===== src/hdl/crpe_queue.sv =====
`timescale 1ns / 1ps
// two-entry command queue between front and back end
// no dependencies

module crpe_queue #(
    parameter int W = 8
) (
    input  logic         clk,
    input  logic         rst_n,
    input  logic         push,
    input  logic [W-1:0] wdata,
    output logic         full,
    input  logic         pop,
    output logic [W-1:0] rdata,
    output logic         valid
);

    logic [W-1:0] mem_reg [2];
    logic         wr_ptr_reg;
    logic         rd_ptr_reg;
    logic [1:0]   cnt_reg;
    logic [1:0]   cnt_next;

    always_comb
    begin
        cnt_next = cnt_reg;
        if (push && !pop)
            cnt_next = cnt_reg + 2'd1;
        else if (pop && !push)
            cnt_next = cnt_reg - 2'd1;
    end

    always_ff @(posedge clk or negedge rst_n)
    begin
        if (!rst_n)
        begin
            wr_ptr_reg <= 1'b0;
            rd_ptr_reg <= 1'b0;
            cnt_reg    <= 2'd0;
        end
        else
        begin
            if (push)
                wr_ptr_reg <= !wr_ptr_reg;
            if (pop)
                rd_ptr_reg <= !rd_ptr_reg;
            cnt_reg <= cnt_next;
        end
    end

    always_ff @(posedge clk)
    begin
        if (push)
            mem_reg[wr_ptr_reg] <= wdata;
    end

    assign full  = (cnt_reg == 2'd2);
    assign valid = (cnt_reg != 2'd0);
    assign rdata = mem_reg[rd_ptr_reg];

endmodule


===== config.mk =====
export PLATFORM = sky130hd
export DESIGN_NAME = crpe_queue
export DESIGN_NICKNAME = d
export VERILOG_FILES = /design/src/hdl/crpe_queue.sv
export SDC_FILE = /design/constraint.sdc
export NUM_CORES = 1
export LEC_CHECK = 0
export ABC_AREA = 1
export BUFFER_PORTS_ARGS = -buffer_cell sky130_fd_sc_hd__clkbuf_2
export CAP_MARGIN = 10
export CORE_ASPECT_RATIO = 1.4
export CORE_UTILIZATION = 40
export CTS_CLUSTER_DIAMETER = 200
export CTS_CLUSTER_SIZE = 20
export DETAILED_ROUTE_END_ITERATION = 6
export PLACE_DENSITY = 0.68
export RECOVER_POWER = 100
export SLEW_MARGIN = 20
export SYNTH_ARGS = -nofsm -noshare
export SYNTH_HDL_FRONTEND = slang
export SYNTH_SLANG_ARGS = --single-unit

===== constraint.sdc =====
create_clock -name clk -period 1.4 [get_ports clk]
set_input_delay 0.07 -clock clk [delete_from_list [all_inputs] [get_ports clk]]
set_output_delay 0.07 -clock clk [all_outputs]
set_load 0.005 [all_outputs]

==> reports/qor_table.md <==
| Result | This run | Unit |
|:---|:---|:---|
| Count of port buffers added during placement | 21 | - |
| CP max FO | 5 | - |
| Count of pins on the block boundary | 22 | - |
| Number of nets in the synthesized netlist | 63 | - |
| Number of nets in the finished design | 104 | - |
| DRT Pass-1 Iters | 4 | - |
| Post-Syn Instances | 50 | - |
| Fill cell instance count of the final layout | 167 | - |
| Total power divided by cell area | 1770 | mW/mm² |
| Dominant cell type by area after synthesis | edfxtp_1 | - |
| Residual DRC count | 0 | - |
| Total of warnings raised by yosys | 0 | - |
| Final clock period utilization by the worst path | 0.952 | - |
| CTS H-tree lvls | 1 | - |
| Worst-Skew Late Latency | 0.29 | ns |
| Post-synthesis sequential area ratio | 0.709 | - |
| Post-synth cell types | 12 | - |
| Number of buffers on the longest clock path | 2 | - |
| Ant. Diodes | 0 | - |
| Critical path start-end classification | register to output port | - |
| Mean Syn Cell Area | 16.4 | µm² |
| Detailed-route wire length | 1260 | µm |
| Standard-cell rows | 19 | - |
| Setup slack after placement | 0.198 | ns |
| Mapped Area | 818 | µm² |
| Worst Setup End Kind | output port | - |
| Global-route wire length before repair | 2080 | µm |
| Commonest cells after routing, fill and taps aside | edfxtp_1, clkbuf_2, dlygate4sd3_1 | - |
| Share of final-layout standard cells stronger than drive strength 1 | 0.356 | - |
| Area of the multi-input gates | 200 | µm² |
| Clock-pin slew of the registers on the worst-case setup and hold paths | 0.11 | ns |
| Effective utilization at floorplan | 0.420 | - |
| Cell types occupying the most area after synthesis | edfxtp_1, mux2_4, dfrtp_1, inv_1, nand2_1 | - |
| Peak Freq | 750 | MHz |
| Number of endpoints failing setup at the final stage | 0 | - |
| Via count normalized by instance count | 4.57 | - |
| Hpwl dp | 834 | µm |
| Period minus WS final | 1.33 | ns |
| Flip-flop count of the largest register after layout | 16 | - |
| Die ar. | 0.00223 | mm² |
| Placeable core area | 0.00195 | mm² |
| Wire length per cell | 11.3 | µm |
| All-layer global routing usage | 0.141 | - |
| Chip height | 55.5 | µm |
| Standby leakage power | 0.000504 | µW |
| Routability congestion estimate | 0.651 | - |
| Share of the synthesized area in the top cell type | 0.587 | - |
| Most frequent standard cell in the layout excluding fill and tap cells | edfxtp_1 | - |
| Unrepaired setup endpoints after global routing | no | - |
| Arrival time of the worst setup path | 1.26 | ns |
| Antenna violation net count after detailed routing | 0 | - |
| Number of slew-limit violations in the final report | 0 | - |
| Number of buffers inserted during clock tree synthesis | 3 | - |
| Grt total ovfl | 0 | - |
| DRC marker count from the first detailed-route iteration | 3 | - |
| Transition time of the tightest slew-check pin | 0.325 | ns |
| Pin count of the biggest net entering global routing | 13 | - |
| Sequential cell area | 582 | µm² |
| Sinks on the clock net | 20 | - |
| Die span in x | 40.2 | µm |
| Required time of the critical path | 1.33 | ns |
| Hold Path Class | primary input to async pin | - |
| Worst voltage drop across the vdd grid | 1.03 | mV |
| Status | finished, final reports clean | - |
| Max-capacitance violation count | 0 | - |
| Clock tree from TritonCTS | done | - |
| Slew Limit Headroom | 0.783 | - |
| Startpoint kind of the worst setup timing path | register | - |
| Layout area overhead | 37.9 | % |
| Root buffer selected by CTS | clkbuf_4 | - |
| Hold violation count in the final report | 0 | - |
| Antenna violations before repair | 0 | - |
| Number of global-route vias before repair | 514 | - |
| Fin worst setup slack | 0.0673 | ns |
| Accumulated negative setup slack | 0 | ns |
| Clock Skews | 0.00778 | ns |
| Via count | 507 | - |
| Total of flip-flops plus latches after synthesis | 20 | - |
synthesized netlist by cell type, drive strengths merged:
| cell | count |
|---|---|
| inv | 7 |
| nand2 | 6 |
| xor2 | 2 |
| edfxtp | 16 |
| buf | 1 |
| ha | 1 |
| mux2 | 8 |
| xnor2 | 1 |
| nand3 | 1 |
| dfrtp | 4 |
| nand4 | 1 |
| nor2 | 2 |
logic make-up after synthesis:
| family | count (synthesis) | synth area share |
|---|---|---|
| muxes | 8 | 0.147 |
| buffers and inverters | 8 | 0.0459 |
| and+or+nand+nor | 10 | 0.0505 |
| xor gates and xnor gates | 3 | 0.0321 |
| DFF | 20 | 0.709 |
| adders and majority gates | 1 | 0.0153 |
timing repair:
item                                   CTS  global route
endpoints found under the hold margin   22             0
gates resized for setup                  1             0
setup buffers                            0             3
setup endpoints to repair                8             8
hold buffers                            11             0
routing by layer:
| metal | vias up | track usage | wire [µm] |
|---|---|---|---|
| met4 | 0 | 0.100 | 27 |
| li1 | 252 | - | - |
| met2 | 13 | 0.221 | 709 |
| met5 | - | 0 | 0 |
| met1 | 240 | 0.161 | 484 |
| met3 | 2 | 0.0241 | 35 |
final timing paths:
path | startpoint | end | slack [ns] | cells past startpoint
setup / recovery | rd_ptr_reg$_DFFE_PN0P_ | rdata[3] | 0.07 | 3
hold / removal | rst_n | wr_ptr_reg$_DFFE_PN0P_ | 0.15 | 2
setup reg to reg | wr_ptr_reg$_DFFE_PN0P_ | mem_reg[1][4]$_DFFE_PP_ | 0.34 | 2
hold reg to reg | cnt_reg[1]$_DFFE_PN0P_ | cnt_reg[1]$_DFFE_PN0P_ | 0.50 | 2
max in group asynchronous | rst_n | rd_ptr_reg$_DFFE_PN0P_ | 1.02 | 2
min in group clk | cnt_reg[1]$_DFFE_PN0P_ | cnt_reg[1]$_DFFE_PN0P_ | 0.50 | 2
where the power goes:
part | total [µW] | internal [µW] | switching (µW) | leakage, µW
combinational | 675 | 391 | 284 | 0.000280
clock | 450 | 289 | 161 | 0.0000279
sequential | 874 | 809 | 64.8 | 0.000196
total | 2000 | 1490 | 510 | 0.000504
worst max-delay path, stage by stage, from the launching register on:
cell	delay, ns
dfrtp_2	0.41
buf_4	0.17
mux2_4	0.30
clkbuf_2	0.11
final cells by class:
type,count,area share
Clock buffer,3,0.0200
Clock inverter,1,0.0266
Inverter,7,0.0233
Multi-Input combinational cell,22,0.177
Sequential cell,20,0.516
Tap cell,21,0.0233
Timing Repair Buffer,37,0.214
metrics by stage:
step	power [µW]	instances	cell area [µm²]	util	hold WS (ns)
5_1_grt	2140	111	1130	0.579	0.135
4_1_cts	1970	108	1120	0.573	0.103
2_1_floorplan	1300	50	818	-	-0.226
6_report	2000	111	1130	0.579	0.149
3_3_place_gp	1470	93	953	0.489	-0.117
3_5_place_dp	1490	93	953	0.489	-0.110
No activity file was read; power rests on OpenSTA's default activity.
