===== src/hdl/crpe_pkg.sv =====
`timescale 1ns / 1ps
// shared types, widths and arithmetic helpers for the catmull-rom path evaluator
// no dependencies

package crpe_pkg;

    localparam int MAX_POINTS_DEF = 16;
    localparam int COORD_W        = 24;
    localparam int NUM_COORD      = 6;
    localparam int DATA_W         = COORD_W * NUM_COORD;
    localparam int CNT_W          = 5;
    localparam int IDX_W          = 5;
    localparam int SLOT_W         = 4;
    localparam int T_W            = 18;
    localparam int U_W            = 17;
    localparam int H_W            = 32;
    localparam int P_W            = H_W + U_W + 1;
    localparam logic [CNT_W-1:0] COUNT_RESET = 5'd10;
    localparam logic [U_W-1:0]   U_ONE       = 17'h10000;
    localparam logic signed [H_W-1:0] SAT_MAX = 32'sd8388607;
    localparam logic signed [H_W-1:0] SAT_MIN = -32'sd8388608;

    localparam logic MODE_WRITE = 1'b0;
    localparam logic MODE_EVAL  = 1'b1;

    typedef struct packed {
        logic               is_eval;
        logic [SLOT_W-1:0]  slot;
        logic [IDX_W-1:0]   i0;
        logic [IDX_W-1:0]   i1;
        logic [IDX_W-1:0]   i2;
        logic [IDX_W-1:0]   i3;
        logic [U_W-1:0]     u;
        logic [DATA_W-1:0]  data;
    } cmd_t;

    // q16 round half up: floor((x + 2^15) / 2^16)
    function automatic logic signed [H_W-1:0] rnd_q16(input logic signed [P_W-1:0] x);
        logic signed [P_W-1:0] y;
        y = x + P_W'(32768);
        return y[H_W+15:16];
    endfunction

    // floor((h + 1) / 2) saturated to q7.16
    function automatic logic [COORD_W-1:0] finish(input logic signed [H_W-1:0] h);
        logic signed [H_W-1:0] hp;
        logic signed [H_W-1:0] r;
        hp = h + H_W'(1);
        r  = hp >>> 1;
        if (r > SAT_MAX)
            return SAT_MAX[COORD_W-1:0];
        else if (r < SAT_MIN)
            return SAT_MIN[COORD_W-1:0];
        else
            return r[COORD_W-1:0];
    endfunction

endpackage


===== src/hdl/crpe_front.sv =====
`timescale 1ns / 1ps
// front end: count register, input classification, t scaling and neighbor indices
// depends on crpe_pkg

module crpe_front #(
    parameter int MAX_POINTS = crpe_pkg::MAX_POINTS_DEF
) (
    input  logic                          clk,
    input  logic                          rst_n,
    input  logic                          cfg_valid,
    output logic                          cfg_ready,
    input  logic [crpe_pkg::CNT_W-1:0]    cfg_data,
    input  logic                          s_tvalid,
    output logic                          s_tready,
    input  logic [167:0]                  s_tdata,
    input  logic                          s_tuser,
    input  logic                          q_full,
    output logic                          q_push,
    output crpe_pkg::cmd_t                q_cmd
);

    logic [crpe_pkg::CNT_W-1:0] count_reg;
    logic [crpe_pkg::CNT_W-1:0] n;
    logic [crpe_pkg::CNT_W-1:0] nm1;
    logic signed [crpe_pkg::T_W-1:0] t_in;
    logic [crpe_pkg::U_W-1:0] tc;
    logic [21:0] s;
    logic [5:0]  seg_raw;
    logic [crpe_pkg::IDX_W-1:0] seg;
    logic [crpe_pkg::IDX_W-1:0] seg2;
    logic [crpe_pkg::U_W-1:0] u;
    logic [crpe_pkg::SLOT_W-1:0] slot;
    logic keep;

    assign cfg_ready = 1'b1;

    always_ff @(posedge clk or negedge rst_n)
    begin
        if (!rst_n)
            count_reg <= crpe_pkg::COUNT_RESET;
        else if (cfg_valid)
            count_reg <= cfg_data;
    end

    assign slot = s_tdata[3:0];
    assign t_in = $signed(s_tdata[165:148]);

    always_comb
    begin
        if (count_reg < crpe_pkg::CNT_W'(2))
            n = crpe_pkg::CNT_W'(2);
        else if (32'(count_reg) > MAX_POINTS)
            n = crpe_pkg::CNT_W'(MAX_POINTS);
        else
            n = count_reg;
        nm1 = n - crpe_pkg::CNT_W'(1);

        if (t_in[crpe_pkg::T_W-1])
            tc = '0;
        else if (t_in > $signed(crpe_pkg::T_W'(65536)))
            tc = crpe_pkg::U_ONE;
        else
            tc = t_in[crpe_pkg::U_W-1:0];

        s       = 22'(tc) * 22'(nm1);
        seg_raw = s[21:16];
        // last point maps to the end of the final segment
        if (seg_raw >= 6'(nm1))
        begin
            seg = n - crpe_pkg::IDX_W'(2);
            u   = crpe_pkg::U_ONE;
        end
        else
        begin
            seg = seg_raw[crpe_pkg::IDX_W-1:0];
            u   = {1'b0, s[15:0]};
        end
        seg2 = seg + crpe_pkg::IDX_W'(2);
    end

    always_comb
    begin
        q_cmd.is_eval = (s_tuser == crpe_pkg::MODE_EVAL);
        q_cmd.slot    = slot;
        q_cmd.i0      = (seg == '0) ? '0 : seg - crpe_pkg::IDX_W'(1);
        q_cmd.i1      = seg;
        q_cmd.i2      = seg + crpe_pkg::IDX_W'(1);
        q_cmd.i3      = (seg2 < n) ? seg2 : nm1;
        q_cmd.u       = u;
        q_cmd.data    = s_tdata[147:4];
    end

    // writes beyond the table are dropped here
    assign keep     = (s_tuser == crpe_pkg::MODE_EVAL) || (32'(slot) < MAX_POINTS);
    assign s_tready = !q_full;
    assign q_push   = s_tvalid && s_tready && keep;

endmodule


===== config.mk =====
export PLATFORM = sky130hd
export DESIGN_NAME = crpe_front
export DESIGN_NICKNAME = d
export VERILOG_FILES = /design/src/hdl/crpe_pkg.sv /design/src/hdl/crpe_front.sv
export SDC_FILE = /design/constraint.sdc
export NUM_CORES = 1
export LEC_CHECK = 0
export ABC_AREA = 1
export BUFFER_PORTS_ARGS = -buffer_cell sky130_fd_sc_hd__buf_2
export CAP_MARGIN = 20
export CORE_ASPECT_RATIO = 0.7
export CORE_MARGIN = 2
export CORE_UTILIZATION = 25
export DETAILED_ROUTE_END_ITERATION = 8
export PLACE_DENSITY_LB_ADDON = 0.15
export SKIP_LAST_GASP = 1
export SLEW_MARGIN = 20
export SYNTH_ARGS = -nofsm -noshare
export SYNTH_HDL_FRONTEND = slang
export SYNTH_SLANG_ARGS = --single-unit

===== constraint.sdc =====
create_clock -name clk -period 9.7 [get_ports clk]
set_clock_uncertainty 0.1 [all_clocks]
set_input_delay 1.94 -clock clk [delete_from_list [all_inputs] [get_ports clk]]
set_output_delay 1.94 -clock clk [all_outputs]
set_load 0.005 [all_outputs]

==> impl_metrics.py, run 1 <==
metrics = {
    "sta": {
        "finalSetupViolCount": 17,
        "tightest_slew_ns": 0.650,
        "final_hold_viol_count": 0,
        "post-route-period-util_pct": 109,
        "drv_slew": 0,
        "rsz0062_at_grt": "true",
        "min_period_ns": 10.56,
        "fin_ws_ns": -0.857,
        "relSlewSlack_pct": 56.6,
        "fmax_ghz": 0.0947,
        "setup_total_negative_slack_ns": -11.66,
        "holdWs_ns": 0.451,
    },
    "placed_design": {
        "gp_congestion": 0.781,
        "dpl_cell_area_sq_um": 5920,
        "dp_hpwl_mm": 13.3,
        "placedCellCount": 1057,
        "post-place-ws_ns": -1.02,
        "port_buffers": 66,
    },
    "critical_path": {
        "critPathMaxStageDelay_ns": 0.57,
        "crit_arrival_ns": 8.52,
        "cp-start-kind": "input pin",
        "r2r_slack_ns": 8.69,
        "r2r-start": "count_reg[3]",
        "r2r_cells": 2,
        "end_kind": "primary output",
        "rr_endpoint": "count_reg[3]",
        "cp.required_ns": 7.66,
        "crit_slowest_cell": "fa_1",
        "cp_common_cell": "nand2_2",
        "worstSetupPathType": "in -> out",
        "worst-path-max-fanout": 7,
    },
    "finish": {
        "fill_cells": 2180,
        "final_cells": 1109,
        "antenna_cells": 0,
        "seqCellArea_sq_um": 128,
        "final_util_pct": 35.7,
        "nets": 1109,
        "areaGrowthSynthToFinish_pct": 38.6,
        "design_area_sq_um": 7170,
        "multiInputGateArea_sq_um": 4450,
        "largest_reg_flops": 5,
        "drive_gt1_share_pct": 52.8,
    },
    "global_route": {
        "grt_max_degree": 19,
        "grt.overflow.total": 0,
        "antenna_found_initial": 0,
        "grt_pass1_wl_mm": 26.1,
        "grt_pass1_vias": 4960,
        "track_usage_pct": 14.9,
    },
    "yosys": {
        "synth_edf_count": 0,
        "synth.area.top_cells": "buf_4, fa_1, ha_1",
        "yosysWarnings": 0,
        "synthCells": 759,
        "syn_area_sq_um": 5170,
        "synthFlopType": "dfrtp_1",
        "ys_top_cells_by_count": "buf_4, nand2_1, inv_1",
        "synthDistinctLibCells": 42,
        "ys_ff_latch": 5,
        "ys_seq_area_share_pct": 2.47,
        "synth.most_common_cell": "buf_4",
        "synth-async-reset-ratio_pct": 100,
        "yosys.area.top_type": "buf_4",
        "avgSynthCellArea_sq_um": 6.81,
        "synth_top_area_share_pct": 22.1,
    },
    "power": {
        "switching_share_pct": 48.9,
        "power_density_nw_per_um2": 235,
        "finalPower_mw": 1.68,
        "sequentialPowerShare_pct": 1.5,
        "combPwrFrac_pct": 94.4,
        "switching_power_mw": 0.822,
        "clockPowerShare_pct": 4.1,
        "intPower_mw": 0.860,
        "vdd_drop_max_mv": 0.0859,
        "p_leak_nw": 3.60,
    },
    "detailed_routing": {
        "drc": 0,
        "wl_mm": 15.8,
        "routedWlPerCell_um": 14.3,
        "vias": 4615,
        "drtIter0Drc": 137,
        "vias_per_cell": 4.16,
        "first_pass_iters": 4,
        "ant_nets": 0,
    },
    "cts": {
        "htree_levels": 1,
        "cts_tree": "yes",
        "clockBufferDepth": 2,
        "numCtsBuffers": 3,
        "root_buffer": "clkbuf_16",
        "cts.clk_slew.worst_paths_ns": 0.03,
        "clock_latency_ns": 0.23,
        "cts_sinks": 5,
        "hold_buffers": 0,
    },
    "floorplan": {
        "fp.dieArea_sq_um": 21900,
        "rows": 43,
        "core_sq_um": 20100,
        "ios": 368,
        "start_util_pct": 25.8,
        "die_w_um": 176,
        "die_h_um": 124,
    },
    "hold_path": {
        "hold_end": "count_reg[1]",
        "hold_depth": 2,
        "hp-class": "reg -> reg",
        "worstHoldStart": "count_reg[1]",
    },
    "run": {
        "cap_violations": 0,
    },
    "outcome": {
        "violations": "setup timing",
        "status": "complete, but fails checks",
    },
}
==> power by group through the flow <==
stage / Clock [mW] / Sequential (mW) / Combinational [mW]
after floorplan: 0 / 0.0249 / 0.745
after global placement: 0 / 0.0255 / 1.16
after detailed placement: 0 / 0.0255 / 1.17
after CTS: 0.0699 / 0.0253 / 1.40
after global routing: 0.0711 / 0.0255 / 1.74
final: 0.0683 / 0.0254 / 1.59
==> logic make-up after synthesis <==
kind of cell             after synthesis  share of synthesized area (%)
AND/OR/NAND/NOR                      305                           27.6
AO/OA/AOI/OAI                         49                           5.52
other                                  2                          0.145
buffers and inverters                291                           32.5
flip-flops                             5                           2.47
XOR/XNOR                              17                           3.39
adder cells (fa/ha/maj)               90                           28.3
==> how the worst max path moves through the flow <==
stage	start	to	slack [ns]
floorplan	s_tdata[150]	q_cmd[163]	-0.04
global placement	s_tdata[155]	q_cmd[163]	-1.04
detailed placement	s_tdata[150]	q_cmd[163]	-1.02
CTS	s_tdata[149]	q_cmd[163]	-0.81
global route	s_tdata[154]	q_cmd[165]	-1.25
finish	s_tdata[154]	q_cmd[165]	-0.86
==> cells in the final DEF, fill, tap and decap left out, types with 7 or more instances in the layout <==
cell       n
ha_1      21
buf_6     25
nor2_1    40
conb_1    19
nand4_1    9
a21oi_2    7
inv_1     98
buf_4    124
buf_2     61
nand2_1   87
a21oi_1   11
xor2_1     8
nor2_4    34
nand3_2    8
nand3_1   23
nand2_2   37
o21ai_0    9
ha_4      24
nor2_2    21
fa_1      45
inv_2     30
nand2_4   27
==> cell type report <==
class,instances,area share [%]
sequential,5,1.78
timing repair buffer,218,23.2
tap,270,4.71
clock buffer,4,1.10
multi-input combinational,480,62.0
inverter,132,7.16
==> critical path, delay by kind of cell <==
family / cells / cell delay (ns)
buffers and inverters: 12 / 1.29
adders and majority gates: 6 / 2.35
AOI/OAI and AO/OA: 4 / 0.71
and+or+nand+nor: 22 / 2.23
==> what timing repair did <==
item                                    4_1_cts  5_1_grt
pin swaps                                    87       45
resized for setup                           131       67
endpoints found under the setup margin       16       36
buffers inserted                             47       10
gates cloned                                  1        0
==> per-layer routing <==
layer / up-vias / GRT usage, % / share of wire (%)
met2: 161 / 19.9 / 38
met5: - / 4.17 / 0.77
met1: 2112 / 22.8 / 54
li1: 2314 / - / -
met4: 4 / 1.75 / 0.45
met3: 24 / 5.19 / 7.5
No activity file was read; power rests on OpenSTA's default activity.
==> run 2, diff against run 1 <==
- SKIP_LAST_GASP: 1 -> unset
==> run 2 against run 1 <==
  * The run still ends with setup timing left
  * Cell count fell by 0.27%
  * Sequential share of layout area did not move
  * Clock power barely moved
  * Critical path depth fell by 1
  * Design area did not move
  * Sequential power barely moved
  * Combinational power barely moved
  * Fmax fell by 0.19%
  * Worst hold slack did not move
  * Register-to-register slack barely moved
  * Sequential cell count did not move
  * Highest routed layer unchanged
==> impl_metrics.py, run 2 (synthesis gave the netlist of run 1 again) <==
metrics = {
    "outcome": {
        "status": "complete, but fails checks",
        "violations": "setup timing",
    },
    "global_route": {
        "track_usage_pct": 15.0,
        "met2_usage_pct": 20.2,
        "grt_pass1_wl_mm": 26.2,
        "antenna_found_initial": 0,
        "use_met3_pct": 5.19,
        "grt_pass1_vias": 4991,
        "use_met1_pct": 22.8,
        "grt.overflow.total": 0,
        "busiest_layer": "met1",
        "grt_max_degree": 19,
    },
    "floorplan": {
        "die_w_um": 176,
        "start_util_pct": 25.8,
        "ios": 368,
        "die_h_um": 124,
        "rows": 43,
        "fp.dieArea_sq_um": 21900,
        "core_sq_um": 20100,
    },
    "cts": {
        "hold_buffers": 0,
        "cts_tree": "yes",
        "numCtsBuffers": 3,
        "clockBufferDepth": 2,
        "htree_levels": 1,
        "root_buffer": "clkbuf_16",
        "cts.clk_slew.worst_paths_ns": 0.03,
        "clock_latency_ns": 0.23,
        "cts_sinks": 5,
    },
    "detailed_routing": {
        "drc": 0,
        "vias": 4601,
        "routedWlPerCell_um": 14.4,
        "ant_nets": 0,
        "wl_mm": 16.0,
        "first_pass_iters": 4,
        "drtIter0Drc": 166,
        "vias_per_cell": 4.16,
    },
    "power": {
        "intPower_mw": 0.872,
        "p_leak_nw": 3.59,
        "power_density_nw_per_um2": 238,
        "clockPowerShare_pct": 4.0,
        "vdd_drop_max_mv": 0.0855,
        "sequentialPowerShare_pct": 1.5,
        "switching_share_pct": 48.9,
        "switching_power_mw": 0.834,
        "combPwrFrac_pct": 94.5,
    },
    "sta": {
        "fin_ws_ns": -0.877,
        "drv_slew": 0,
        "finalSetupViolCount": 17,
        "final_hold_viol_count": 0,
        "min_period_ns": 10.58,
        "rsz0062_at_grt": "true",
        "fmax_ghz": 0.0945,
        "relSlewSlack_pct": 57.0,
        "setup_total_negative_slack_ns": -9.52,
        "post-route-period-util_pct": 109,
        "tightest_slew_ns": 0.644,
    },
    "finish": {
        "final_util_pct": 35.7,
        "nets": 1106,
        "drive_gt1_share_pct": 52.9,
        "antenna_cells": 0,
        "areaGrowthSynthToFinish_pct": 38.6,
        "largest_reg_flops": 5,
        "layout_common_cells": "buf_4, inv_1, nand2_1, buf_2, fa_1",
        "final_common_cell": "buf_4",
    },
    "critical_path": {
        "cp_common_cell": "nand2_2",
        "end_kind": "primary output",
        "crit_slowest_cell": "fa_1",
        "crit_arrival_ns": 8.54,
        "critPathMaxStageDelay_ns": 0.58,
        "cp.required_ns": 7.66,
        "worstSetupPathType": "in -> out",
        "cp-start-kind": "input pin",
        "worst-path-max-fanout": 7,
        "cp-startpoint": "s_tdata[154]",
        "critical_path_buf_inv_count": 11,
        "r2r-start": "count_reg[3]",
        "crit_family": "adder cells",
    },
    "placed_design": {
        "gp_congestion": 0.781,
        "port_buffers": 66,
        "dp_hpwl_mm": 13.3,
    },
    "hold_path": {
        "hp-class": "reg -> reg",
        "worstHoldStart": "count_reg[1]",
    },
    "run": {
        "cap_violations": 0,
    },
}
[run 2: final timing paths]
path	to	slack [ns]	depth (start not counted)
max in group asynchronous	count_reg[1]	7.87	1
worst max-delay path	q_cmd[165]	-0.88	43
worst max register to register	count_reg[3]	8.69	2
worst min-delay path	count_reg[1]	0.45	2
worst min register to register	count_reg[1]	0.45	2
min in group asynchronous	count_reg[2]	1.42	1
[run 2: power by group through the flow]
stage | clock [mW] | combinational [mW] | sequential (mW)
CTS | 0.0699 | 1.42 | 0.0253
global route | 0.0711 | 1.77 | 0.0255
floorplan | 0 | 0.745 | 0.0249
global placement | 0 | 1.16 | 0.0255
detailed placement | 0 | 1.17 | 0.0255
finish | 0.0683 | 1.61 | 0.0254
[run 2: layer usage]
| layer | vias up | wire length (um) | part of all wire (%) |
|---|---|---|---|
| li1 | 2308 | - | - |
| met1 | 2108 | 8540 | 53 |
| met2 | 157 | 6050 | 38 |
| met3 | 24 | 1200 | 7.5 |
| met4 | 4 | 72 | 0.45 |
| met5 | - | 122 | 0.76 |
[run 2: tightest hold or removal path, cell delays in order (launching register included)]
cell and delay, ns:
dfstp_2 0.36, inv_1 0.08, o21ai_0 0.09
[run 2: through the flow]
| stage | cells | hold WS [ns] | cell area, sq um | total power [mW] | setup WS, ns |
|---|---|---|---|---|---|
| final | 1106 | 0.451 | 7170 | 1.71 | -0.877 |
| after global routing | 1106 | 0.503 | 7170 | 1.87 | -1.29 |
| after CTS | 1100 | 0.447 | 6860 | 1.52 | -0.810 |
| after detailed placement | 1057 | 0.441 | 5920 | 1.19 | -1.02 |
| after global placement | 1057 | 0.427 | 5920 | 1.19 | -1.04 |
| after floorplan | 776 | 0.383 | 5650 | 0.770 | -0.0430 |
[run 2: cell type report]
| cell class | instances | area, sq um |
|---|---|---|
| fill | 2181 | 12900 |
| multi-input combinational | 480 | 4450 |
| timing repair buffer | 215 | 1660 |
| inverter | 132 | 513 |
| tap | 270 | 338 |
| sequential | 5 | 128 |
| clock buffer | 4 | 78.8 |
[run 2: timing repair]
| action | CTS | global route |
|---|---|---|
| endpoints found under the setup margin | 16 | 36 |
| pin swaps | 87 | 41 |
| setup buffers | 47 | 22 |
| cloned | 1 | 0 |
| resized for setup | 137 | 81 |
